**src/design/sha1h_pkg.sv**
```systemverilog
// Shared types, constants and helper functions of the SHA-1 stream hasher.
package sha1h_pkg;

	// Geometry of the hash.
	localparam int BLOCK_WORDS  = 16;
	localparam int ROUNDS       = 80;
	localparam int DIGEST_WORDS = 5;

	localparam logic [7:0] PAD_BYTE = 8'h80;

	// Initial chaining values.
	localparam logic [31:0] H0_INIT = 32'h67452301;
	localparam logic [31:0] H1_INIT = 32'hefcdab89;
	localparam logic [31:0] H2_INIT = 32'h98badcfe;
	localparam logic [31:0] H3_INIT = 32'h10325476;
	localparam logic [31:0] H4_INIT = 32'hc3d2e1f0;

	// Round constants.
	localparam logic [31:0] K0 = 32'h5a827999;
	localparam logic [31:0] K1 = 32'h6ed9eba1;
	localparam logic [31:0] K2 = 32'h8f1bbcdc;
	localparam logic [31:0] K3 = 32'hca62c1d6;

	// Source of the byte shifted into the block buffer.
	localparam logic [1:0] BSEL_MSG  = 2'd0;
	localparam logic [1:0] BSEL_PAD  = 2'd1;
	localparam logic [1:0] BSEL_ZERO = 2'd2;
	localparam logic [1:0] BSEL_LEN  = 2'd3;

	// Commands from the controller to the datapath.
	typedef struct packed {
		logic       load_byte;
		logic [1:0] byte_sel;
		logic       count_bits;
		logic       init_work;
		logic       do_round;
		logic [6:0] rnd;
		logic       add_chain;
		logic       reset_msg;
		logic [2:0] out_idx;
	} cmd_t;

	// Status from the datapath to the controller.
	typedef struct packed {
		logic [5:0] pos;
	} status_t;

	function automatic logic [31:0] rotl1(input logic [31:0] v);
		return {v[30:0], v[31]};
	endfunction

	function automatic logic [31:0] rotl5(input logic [31:0] v);
		return {v[26:0], v[31:27]};
	endfunction

	function automatic logic [31:0] rotl30(input logic [31:0] v);
		return {v[1:0], v[31:2]};
	endfunction

	// Round constant for round t.
	function automatic logic [31:0] round_k(input logic [6:0] t);
		logic [31:0] k;
		if (t < 7'd20) begin
			k = K0;
		end else if (t < 7'd40) begin
			k = K1;
		end else if (t < 7'd60) begin
			k = K2;
		end else begin
			k = K3;
		end
		return k;
	endfunction

	// Boolean function for round t.
	function automatic logic [31:0] round_f(input logic [6:0] t, input logic [31:0] b,
			input logic [31:0] c, input logic [31:0] d);
		logic [31:0] f;
		if (t < 7'd20) begin
			f = (b & c) | (~b & d);
		end else if (t < 7'd40 || t >= 7'd60) begin
			f = b ^ c ^ d;
		end else begin
			f = (b & c) | (b & d) | (c & d);
		end
		return f;
	endfunction

endpackage

```
**src/design/sha1h_if.sv**
```systemverilog
// Handshake channel interfaces for message bytes in and digest words out.
interface sha1h_in_if;
	logic       valid;
	logic       ready;
	logic [7:0] message_byte;
	logic       has_byte;
	logic       end_of_message;

	modport source(output valid, output message_byte, output has_byte,
		output end_of_message, input ready);
	modport sink(input valid, input message_byte, input has_byte,
		input end_of_message, output ready);
endinterface

interface sha1h_out_if;
	logic        valid;
	logic        ready;
	logic [31:0] digest_word;
	logic [2:0]  word_index;
	logic        last_word;

	modport source(output valid, output digest_word, output word_index,
		output last_word, input ready);
	modport sink(input valid, input digest_word, input word_index,
		input last_word, output ready);
endinterface

```
**src/design/sha1_stream_hasher.sv**
```systemverilog
// Top level of the SHA-1 stream hasher: controller, datapath and channel wiring.
//
// Usage: message bytes enter on the feed channel, one item per byte, most
// significant byte first within each 32-bit word. An item with end_of_message
// set closes the message after appending its own byte, if it has one; an
// item with has_byte low and end_of_message set closes the message as it
// stands, and an empty message gives the digest of no bytes at all.
// Intake: a byte that does not complete a 64-byte block leaves the feed ready
// for the next byte. The byte that completes a block is followed by 80 rounds
// of the single round unit, one per cycle, and the chaining add, and no new
// byte is taken until these are done.
// Closing a message feeds the pad byte, the zero fill and the length one byte
// a cycle through the block buffer, pausing while each full block is
// compressed; one or two blocks are compressed before the first digest word.
// The five digest words h0 to h4 then leave on the digest channel, the last
// one marked; a stalled receiver simply holds the current word, and no new
// item is taken until all five words are gone.
// Reset puts back the initial chaining value, clears the bit count and
// leaves the block ready for a new message; it does the same by itself
// after the fifth digest word is taken.
module sha1_stream_hasher (
	input logic        clk,
	input logic        arst_n,
	sha1h_in_if.sink   feed,
	sha1h_out_if.source digest
);

	sha1h_pkg::cmd_t    cmd;
	sha1h_pkg::status_t status;

	sha1h_ctrl u_ctrl (
		.clk         (clk),
		.arst_n      (arst_n),
		.in_valid    (feed.valid),
		.in_has_byte (feed.has_byte),
		.in_end      (feed.end_of_message),
		.in_ready    (feed.ready),
		.out_valid   (digest.valid),
		.out_ready   (digest.ready),
		.status      (status),
		.cmd         (cmd)
	);

	sha1h_datapath u_datapath (
		.clk          (clk),
		.arst_n       (arst_n),
		.cmd          (cmd),
		.message_byte (feed.message_byte),
		.status       (status),
		.digest_word  (digest.digest_word)
	);

	// Word index and last mark follow the controller's output counter.
	assign digest.word_index = cmd.out_idx;
	assign digest.last_word  = (cmd.out_idx == 3'(sha1h_pkg::DIGEST_WORDS - 1));

endmodule

```
**src/design/sha1h_datapath.sv**
```systemverilog
// Datapath of the SHA-1 hasher: block buffer, schedule, round unit, chain and bit count.
module sha1h_datapath (
	input  logic              clk,
	input  logic              arst_n,
	input  sha1h_pkg::cmd_t   cmd,
	input  logic [7:0]        message_byte,
	output sha1h_pkg::status_t status,
	output logic [31:0]       digest_word
);

	logic [31:0] w_q [sha1h_pkg::BLOCK_WORDS];
	logic [31:0] chain_q [sha1h_pkg::DIGEST_WORDS];
	logic [31:0] a_q, b_q, c_q, d_q, e_q;
	logic [63:0] bit_count_q;
	logic [5:0]  pos_q;

	logic [7:0]  byte_in;
	logic [63:0] len_shifted;
	logic [31:0] wt;
	logic [31:0] sum;

	// Length byte for positions 56 to 63, most significant byte first.
	assign len_shifted = bit_count_q >> {~pos_q[2:0], 3'b000};

	// Byte that enters the buffer.
	always_comb begin
		case (cmd.byte_sel)
			sha1h_pkg::BSEL_MSG:  byte_in = message_byte;
			sha1h_pkg::BSEL_PAD:  byte_in = sha1h_pkg::PAD_BYTE;
			sha1h_pkg::BSEL_ZERO: byte_in = 8'h00;
			sha1h_pkg::BSEL_LEN:  byte_in = len_shifted[7:0];
			default:              byte_in = 8'h00;
		endcase
	end

	// Schedule word of the current round and the round sum.
	always_comb begin
		if (cmd.rnd < 7'd16) begin
			wt = w_q[0];
		end else begin
			wt = sha1h_pkg::rotl1(w_q[13] ^ w_q[8] ^ w_q[2] ^ w_q[0]);
		end
		sum = sha1h_pkg::rotl5(a_q) + sha1h_pkg::round_f(cmd.rnd, b_q, c_q, d_q) + e_q
			+ sha1h_pkg::round_k(cmd.rnd) + wt;
	end

	// Block buffer: bytes shift in at the bottom, rounds roll the schedule a word at a time.
	always_ff @(posedge clk) begin
		if (cmd.load_byte) begin
			for (int i = 0; i < sha1h_pkg::BLOCK_WORDS - 1; i++) begin
				w_q[i] <= {w_q[i][23:0], w_q[i + 1][31:24]};
			end
			w_q[sha1h_pkg::BLOCK_WORDS - 1] <= {w_q[sha1h_pkg::BLOCK_WORDS - 1][23:0], byte_in};
		end else if (cmd.do_round) begin
			for (int i = 0; i < sha1h_pkg::BLOCK_WORDS - 1; i++) begin
				w_q[i] <= w_q[i + 1];
			end
			w_q[sha1h_pkg::BLOCK_WORDS - 1] <= wt;
		end
	end

	// Working variables.
	always_ff @(posedge clk) begin
		if (cmd.init_work) begin
			a_q <= chain_q[0];
			b_q <= chain_q[1];
			c_q <= chain_q[2];
			d_q <= chain_q[3];
			e_q <= chain_q[4];
		end else if (cmd.do_round) begin
			a_q <= sum;
			b_q <= a_q;
			c_q <= sha1h_pkg::rotl30(b_q);
			d_q <= c_q;
			e_q <= d_q;
		end
	end

	// Chaining value, bit count and byte position.
	always_ff @(posedge clk or negedge arst_n) begin
		if (!arst_n) begin
			chain_q[0]  <= sha1h_pkg::H0_INIT;
			chain_q[1]  <= sha1h_pkg::H1_INIT;
			chain_q[2]  <= sha1h_pkg::H2_INIT;
			chain_q[3]  <= sha1h_pkg::H3_INIT;
			chain_q[4]  <= sha1h_pkg::H4_INIT;
			bit_count_q <= 64'd0;
			pos_q       <= 6'd0;
		end else if (cmd.reset_msg) begin
			chain_q[0]  <= sha1h_pkg::H0_INIT;
			chain_q[1]  <= sha1h_pkg::H1_INIT;
			chain_q[2]  <= sha1h_pkg::H2_INIT;
			chain_q[3]  <= sha1h_pkg::H3_INIT;
			chain_q[4]  <= sha1h_pkg::H4_INIT;
			bit_count_q <= 64'd0;
			pos_q       <= 6'd0;
		end else begin
			if (cmd.add_chain) begin
				chain_q[0] <= chain_q[0] + a_q;
				chain_q[1] <= chain_q[1] + b_q;
				chain_q[2] <= chain_q[2] + c_q;
				chain_q[3] <= chain_q[3] + d_q;
				chain_q[4] <= chain_q[4] + e_q;
			end
			if (cmd.count_bits) begin
				bit_count_q <= bit_count_q + 64'd8;
			end
			if (cmd.load_byte) begin
				pos_q <= pos_q + 6'd1;
			end
		end
	end

	// Digest word selected for the output channel.
	always_comb begin
		case (cmd.out_idx)
			3'd0:    digest_word = chain_q[0];
			3'd1:    digest_word = chain_q[1];
			3'd2:    digest_word = chain_q[2];
			3'd3:    digest_word = chain_q[3];
			3'd4:    digest_word = chain_q[4];
			default: digest_word = chain_q[0];
		endcase
	end

	assign status.pos = pos_q;

endmodule

```
**src/design/sha1h_ctrl.sv**
```systemverilog
// Controller of the SHA-1 hasher: byte intake, padding, round sequencing and digest output.
module sha1h_ctrl (
	input  logic               clk,
	input  logic               arst_n,
	input  logic               in_valid,
	input  logic               in_has_byte,
	input  logic               in_end,
	output logic               in_ready,
	output logic               out_valid,
	input  logic               out_ready,
	input  sha1h_pkg::status_t status,
	output sha1h_pkg::cmd_t    cmd
);

	localparam logic [2:0] S_IDLE  = 3'd0;
	localparam logic [2:0] S_PAD   = 3'd1;
	localparam logic [2:0] S_ROUND = 3'd2;
	localparam logic [2:0] S_ADD   = 3'd3;
	localparam logic [2:0] S_OUT   = 3'd4;

	logic [2:0] state_q, state_d;
	logic [6:0] rnd_q, rnd_d;
	logic [2:0] idx_q, idx_d;
	logic       pad_q, pad_d;     // message closed, padding under way
	logic       first_q, first_d; // pad byte still to be written
	logic       len_q, len_d;     // length may go into this block
	logic       last_q, last_d;   // length written, digest follows compression

	logic in_acc, out_acc, blk_full, len_byte;

	assign in_ready  = (state_q == S_IDLE);
	assign out_valid = (state_q == S_OUT);
	assign in_acc    = in_valid && in_ready;
	assign out_acc   = out_valid && out_ready;
	assign blk_full  = (status.pos == 6'd63);
	assign len_byte  = !first_q && len_q && (status.pos >= 6'd56);

	// Next state and datapath commands.
	always_comb begin
		state_d = state_q;
		rnd_d   = rnd_q;
		idx_d   = idx_q;
		pad_d   = pad_q;
		first_d = first_q;
		len_d   = len_q;
		last_d  = last_q;

		cmd            = '0;
		cmd.byte_sel   = sha1h_pkg::BSEL_MSG;
		cmd.rnd        = rnd_q;
		cmd.out_idx    = idx_q;

		case (state_q)
			S_IDLE: begin
				if (in_acc) begin
					if (in_has_byte) begin
						cmd.load_byte  = 1'b1;
						cmd.count_bits = 1'b1;
					end
					if (in_end) begin
						pad_d   = 1'b1;
						first_d = 1'b1;
						last_d  = 1'b0;
					end
					if (in_has_byte && blk_full) begin
						cmd.init_work = 1'b1;
						state_d       = S_ROUND;
					end else if (in_end) begin
						state_d = S_PAD;
					end
				end
			end
			S_PAD: begin
				cmd.load_byte = 1'b1;
				if (first_q) begin
					cmd.byte_sel = sha1h_pkg::BSEL_PAD;
				end else if (len_byte) begin
					cmd.byte_sel = sha1h_pkg::BSEL_LEN;
				end else begin
					cmd.byte_sel = sha1h_pkg::BSEL_ZERO;
				end
				first_d = 1'b0;
				// A pad byte late in the block pushes the length into a fresh block.
				if (blk_full) begin
					len_d = 1'b1;
				end else if (first_q) begin
					len_d = (status.pos < 6'd56);
				end
				if (blk_full) begin
					last_d        = len_byte;
					cmd.init_work = 1'b1;
					state_d       = S_ROUND;
				end
			end
			S_ROUND: begin
				cmd.do_round = 1'b1;
				if (rnd_q == 7'(sha1h_pkg::ROUNDS - 1)) begin
					rnd_d   = 7'd0;
					state_d = S_ADD;
				end else begin
					rnd_d = rnd_q + 7'd1;
				end
			end
			S_ADD: begin
				cmd.add_chain = 1'b1;
				if (last_q) begin
					idx_d   = 3'd0;
					state_d = S_OUT;
				end else if (pad_q) begin
					state_d = S_PAD;
				end else begin
					state_d = S_IDLE;
				end
			end
			S_OUT: begin
				if (out_acc) begin
					if (idx_q == 3'(sha1h_pkg::DIGEST_WORDS - 1)) begin
						cmd.reset_msg = 1'b1;
						idx_d         = 3'd0;
						pad_d         = 1'b0;
						last_d        = 1'b0;
						state_d       = S_IDLE;
					end else begin
						idx_d = idx_q + 3'd1;
					end
				end
			end
			default: begin
				state_d = S_IDLE;
			end
		endcase
	end

	// Control registers.
	always_ff @(posedge clk or negedge arst_n) begin
		if (!arst_n) begin
			state_q <= S_IDLE;
			rnd_q   <= 7'd0;
			idx_q   <= 3'd0;
			pad_q   <= 1'b0;
			first_q <= 1'b0;
			len_q   <= 1'b0;
			last_q  <= 1'b0;
		end else begin
			state_q <= state_d;
			rnd_q   <= rnd_d;
			idx_q   <= idx_d;
			pad_q   <= pad_d;
			first_q <= first_d;
			len_q   <= len_d;
			last_q  <= last_d;
		end
	end

	// The round counter only runs during compression.
	a_rnd_idle: assert property (@(posedge clk) disable iff (!arst_n)
		(rnd_q != 7'd0) |-> (state_q == S_ROUND))
		else $error("round counter nonzero outside compression");

	// Input and output channels are never open at the same time.
	a_one_side: assert property (@(posedge clk) disable iff (!arst_n)
		!(in_ready && out_valid))
		else $error("input ready while digest is presented");

	// The final compression leads straight to the digest output.
	a_add_out: assert property (@(posedge clk) disable iff (!arst_n)
		(state_q == S_ADD && last_q) |=> (state_q == S_OUT && idx_q == 3'd0))
		else $error("digest output did not follow the final compression");

	// The digest word index stays within the five words.
	a_idx_range: assert property (@(posedge clk) disable iff (!arst_n)
		out_valid |-> (idx_q < 3'(sha1h_pkg::DIGEST_WORDS)))
		else $error("digest word index out of range");

endmodule
```
**src/flat_wrapper.sv**
```systemverilog
// flat-port wrapper written by rule: the top's interface ports become plain ports
module sha1_stream_hasher_flat 
  (clk, arst_n, feed_valid, feed_message_byte, feed_has_byte, feed_end_of_message, feed_ready, digest_valid, digest_digest_word, digest_word_index, digest_last_word, digest_ready);
  sha1h_in_if feed_i ();
  sha1h_out_if digest_i ();
  input logic clk;
  input logic arst_n;
  input wire logic [$bits(feed_i.valid)-1:0] feed_valid;
  input wire logic [$bits(feed_i.message_byte)-1:0] feed_message_byte;
  input wire logic [$bits(feed_i.has_byte)-1:0] feed_has_byte;
  input wire logic [$bits(feed_i.end_of_message)-1:0] feed_end_of_message;
  output wire logic [$bits(feed_i.ready)-1:0] feed_ready;
  output wire logic [$bits(digest_i.valid)-1:0] digest_valid;
  output wire logic [$bits(digest_i.digest_word)-1:0] digest_digest_word;
  output wire logic [$bits(digest_i.word_index)-1:0] digest_word_index;
  output wire logic [$bits(digest_i.last_word)-1:0] digest_last_word;
  input wire logic [$bits(digest_i.ready)-1:0] digest_ready;
  assign feed_i.valid = feed_valid;
  assign feed_i.message_byte = feed_message_byte;
  assign feed_i.has_byte = feed_has_byte;
  assign feed_i.end_of_message = feed_end_of_message;
  assign feed_ready = feed_i.ready;
  assign digest_valid = digest_i.valid;
  assign digest_digest_word = digest_i.digest_word;
  assign digest_word_index = digest_i.word_index;
  assign digest_last_word = digest_i.last_word;
  assign digest_i.ready = digest_ready;
  sha1_stream_hasher u_core (.clk(clk), .arst_n(arst_n), .feed(feed_i), .digest(digest_i));
endmodule
```
**config.mk**
```make
export PLATFORM = sky130hd
export DESIGN_NAME = sha1_stream_hasher_flat
export DESIGN_NICKNAME = d
export VERILOG_FILES = /design/src/design/sha1h_pkg.sv /design/src/design/sha1h_if.sv /design/src/design/sha1_stream_hasher.sv /design/src/design/sha1h_datapath.sv /design/src/design/sha1h_ctrl.sv /design/src/flat_wrapper.sv
export SDC_FILE = /design/constraint.sdc
export NUM_CORES = 2
export LEC_CHECK = 0
export BUFFER_PORTS_ARGS = -buffer_cell sky130_fd_sc_hd__buf_4
export CORE_UTILIZATION = 35
export CTS_BUF_LIST = sky130_fd_sc_hd__clkbuf_4
export DETAILED_ROUTE_END_ITERATION = 7
export PLACE_DENSITY = 0.46
export SLEW_MARGIN = 10
export SYNTH_ARGS = -nofsm -noshare
export SYNTH_HDL_FRONTEND = slang
export SYNTH_SLANG_ARGS = --single-unit
```
**constraint.sdc**
```tcl
create_clock -name clk -period 15.2 [get_ports clk]
set_input_delay 0.76 -clock clk [delete_from_list [all_inputs] [get_ports clk]]
set_output_delay 0.76 -clock clk [all_outputs]
set_load 0.1 [all_outputs]
```
==> flow_summary.ini <==
[sta]
finalMaxSlewViolations = 0
max-slew-margin-rel_pct = 23.1
layout_worst_path_cycle_share_pct = 54.7
period_needed_ns = 8.31
final.setup.tns_ns = 0
fmax_mhz = 120
setup_skew_after_layout_ns = 0.119
setup_viol_count_final = 0
worst-slew-pin-transition_ns = 1.15
unrepaired_setup_endpoints_after_global_routing = no
timing.hold.ws_ns = 0.118
final-hold-violation-count = 0

[hold_path]
hold_path_class = input pin to async pin

[place]
port_buffers = 51
detailedPlacementHpwl_mm = 114
placed_cells_incl_taps = 7571
gp_congestion = 0.883

[critical_path]
critPathArrivalTime_ns = 9.38
maximum_fanout_encountered_on_the_critical_timing_path = 23
regToRegEndpoint = u_core.u_datapath.a_q[30]
rr_worst_depth = 21
timing.critical_path.slowest_stage_cell = inv_1
worstReg2RegStart = u_core.u_ctrl.rnd_q[4]
worst_ep_required_time_ns = 16.27
type_of_origin_of_the_critical_path = register
series_of_cell_instances_along_the_critical_path = a41oi_1, nand2_1, inv_1, a21oi_2, buf_4, a221o_1, fa_1, inv_1, fa_1, inv_1, ha_1, a211oi_1, o211ai_1, a41oi_2, o21ai_0, a21oi_1, o21ai_2, a21oi_1, a21oi_1, or4b_1, a21oi_1
worst-r2r-setup-slack_ns = 6.89
cp_slowest_stage_delay_ns = 1.18
worstSetupPathType = register to register
most_frequent_cp_cell = a21oi_1
critical_path.endpoint_type = register

[detailed_routing]
vias_per_cell = 5.14
initialDrtViolationCount = 3250
drcViolationCount = 0
drtPass1Iterations = 6
post_drt_wl_per_cell_um = 20.6
dr_total_vias = 41500
antenna_left = 0
postRouteWirelength_mm = 167

[flow_run]
drv_cap = 0

[global_route]
initial_antenna_violation_count = 6
grt_max_degree = 202
grt-busiest-layer = met2
grt_remaining_overflow = 0
groute.usage.overall_pct = 21.6
number_of_global_route_vias_before_repair = 40900
grt_first_pass_wirelength_mm = 253
grt.met2_usage_pct = 31.8
gr-usage-met3_pct = 4.78
met1_usage_pct = 31.1

[yosys]
postSynth.asyncResetShare_pct = 26.6
synth_seq_area_share_pct = 49.3
yosys_most_used_dff = edfxtp_1
synth_enable_flop_cells = 672
synth_cell_types = 84
synthCells = 5707
synth_area_um2 = 53500
ys_ff_latch = 916
syn_area_per_cell_um2 = 9.38
synth_warnings = 0
synth_nets = 6048

[power]
peakVddDrop_mv = 0.0752
power_per_cell_area_nw_per_um2 = 86.8
leakagePower_nw = 26.5
fin_total_pwr_mw = 5.17

[final_layout]
filler_cell_count = 15400
finish.net_count = 6194
layout.cells.non_filler = 8083
layout_common_cells = 1957 x nand2_1, 672 x edfxtp_1, 443 x clkbuf_4
area.growth.synth_to_final_pct = 11.4
mostFrequentLayoutCell = nand2_1
share_of_final_layout_standard_cells_stronger_than_drive_strength_1_pct = 11.5

[floorplanning]
ioPinCount = 52
chipWidth_um = 393
core_region_area_um2 = 152000
start_util_pct = 35.2
core.rowCount = 143
die-height_um = 393
area_enclosed_by_the_die_boundary_um2 = 154000

[cts]
clk-insertion-delay-late_ns = 1.30
register_clock_pin_slew_on_the_reported_worst_setup_and_hold_paths_ns = 0.06
cts.root.buffer_cell = clkbuf_4
cts_made_buffers = 296
ctsLongestPathBuffers = 4
cts_tree = built
cts_resized = 0
htree_num_levels = 5
tritoncts_num_sinks = 916

[outcome]
run_status = complete, no violations
==> flip-flops by register name, summed over array words and instances, names as in the netlist, 3 cells and up <==
register and cells:
u_core.u_ctrl.idx_q 3, u_core.u_datapath.bit_count_q 61, u_core.u_ctrl.state_q 3, u_core.u_datapath.a_q 32, u_core.u_datapath.e_q 32, u_core.u_datapath.d_q 32
u_core.u_datapath.chain_q 160, u_core.u_datapath.c_q 32, u_core.u_ctrl.rnd_q 7, u_core.u_datapath.w_q 512, u_core.u_datapath.status 6, u_core.u_datapath.b_q 32
==> layout make-up <==
class / count / area [µm²] / area share [%]
antenna: 10 / 25.0 / 0.0420
clock buffer: 443 / 3330 / 5.58
clock inverter: 45 / 196 / 0.329
inverter: 277 / 1040 / 1.74
multi-input combinational: 4251 / 25200 / 42.3
sequential: 916 / 26400 / 44.2
tap: 2030 / 2540 / 4.26
timing repair buffer: 111 / 901 / 1.51
==> report_power, final <==
| part | switching [mW] | internal, mW |
|---|---|---|
| Clock | 1.16 | 1.33 |
| Sequential | 0 | 2.66 |
| Combinational | 0.0187 | 0.00516 |
==> per-stage QoR <==
stage	instance area (µm²)	worst slack, ns	util (%)
after floorplan	53500	0.893	-
after global placement	55900	7.05	36.8
after detailed placement	55900	6.90	36.8
after CTS	59600	6.87	39.2
after global routing	59600	6.34	39.2
final	59600	6.89	39.3
==> cell usage after synthesis, drive strengths merged (49+ instances only) <==
cell type / n / area [µm²]
nand2: 1962 / 7360
xor2: 124 / 1090
nor2: 251 / 950
o21ai: 310 / 1560
edfxtp: 672 / 20200
fa: 125 / 2500
dfstp: 80 / 2100
nand3: 87 / 435
inv: 277 / 1040
dfrtp: 164 / 4100
a22oi: 73 / 548
nor3: 49 / 250
a21o: 93 / 698
xnor2: 180 / 1580
a21oi: 274 / 1380
ha: 202 / 2530
a31oi: 56 / 357
clkbuf: 240 / 901
==> what timing repair did <==
item / in CTS / in global routing
endpoints found under the hold margin: 99 / 0
setup buffers: 0 / 0
hold buffers: 14 / 0
==> kinds of logic after synthesis <==
| kind of cell | after synthesis | synth area share, % |
|---|---|---|
| AOI/OAI and AO/OA | 1036 | 12.1 |
| buffers and inverters | 540 | 3.81 |
| and+or+nand+nor | 2528 | 19.0 |
| DFF | 916 | 49.3 |
| xor gates and xnor gates | 304 | 4.98 |
| muxes | 56 | 1.37 |
| adders and majority gates | 327 | 9.40 |
==> worst max path at each step <==
stage	cells after the start	startpoint	end
floorplan	7	u_core.u_ctrl.state_q[2]	u_core.u_datapath.w_q[0][0]
global route	21	u_core.u_ctrl.rnd_q[4]	u_core.u_datapath.a_q[30]
CTS	21	u_core.u_ctrl.rnd_q[4]	u_core.u_datapath.a_q[30]
detailed placement	21	u_core.u_ctrl.rnd_q[4]	u_core.u_datapath.a_q[30]
global placement	21	u_core.u_ctrl.rnd_q[4]	u_core.u_datapath.a_q[30]
finish	21	u_core.u_ctrl.rnd_q[4]	u_core.u_datapath.a_q[30]
==> metal layers <==
| layer | wire, µm | up-vias |
|---|---|---|
| met3 | 10600 | 316 |
| met4 | 4950 | 0 |
| li1 | - | 20000 |
| met5 | 0 | - |
| met2 | 71900 | 1142 |
| met1 | 79200 | 20100 |
==> worst max-delay path: cells and delay by family (launching register included) <==
family                   cells  cell delay, ns
buffers and inverters        4            1.61
flip-flops                   1            0.48
AO/OA/AOI/OAI               12            3.24
adder cells (fa/ha/maj)      3            1.38
AND/OR/NAND/NOR              2            1.44
(Power assumes the default switching activity.)
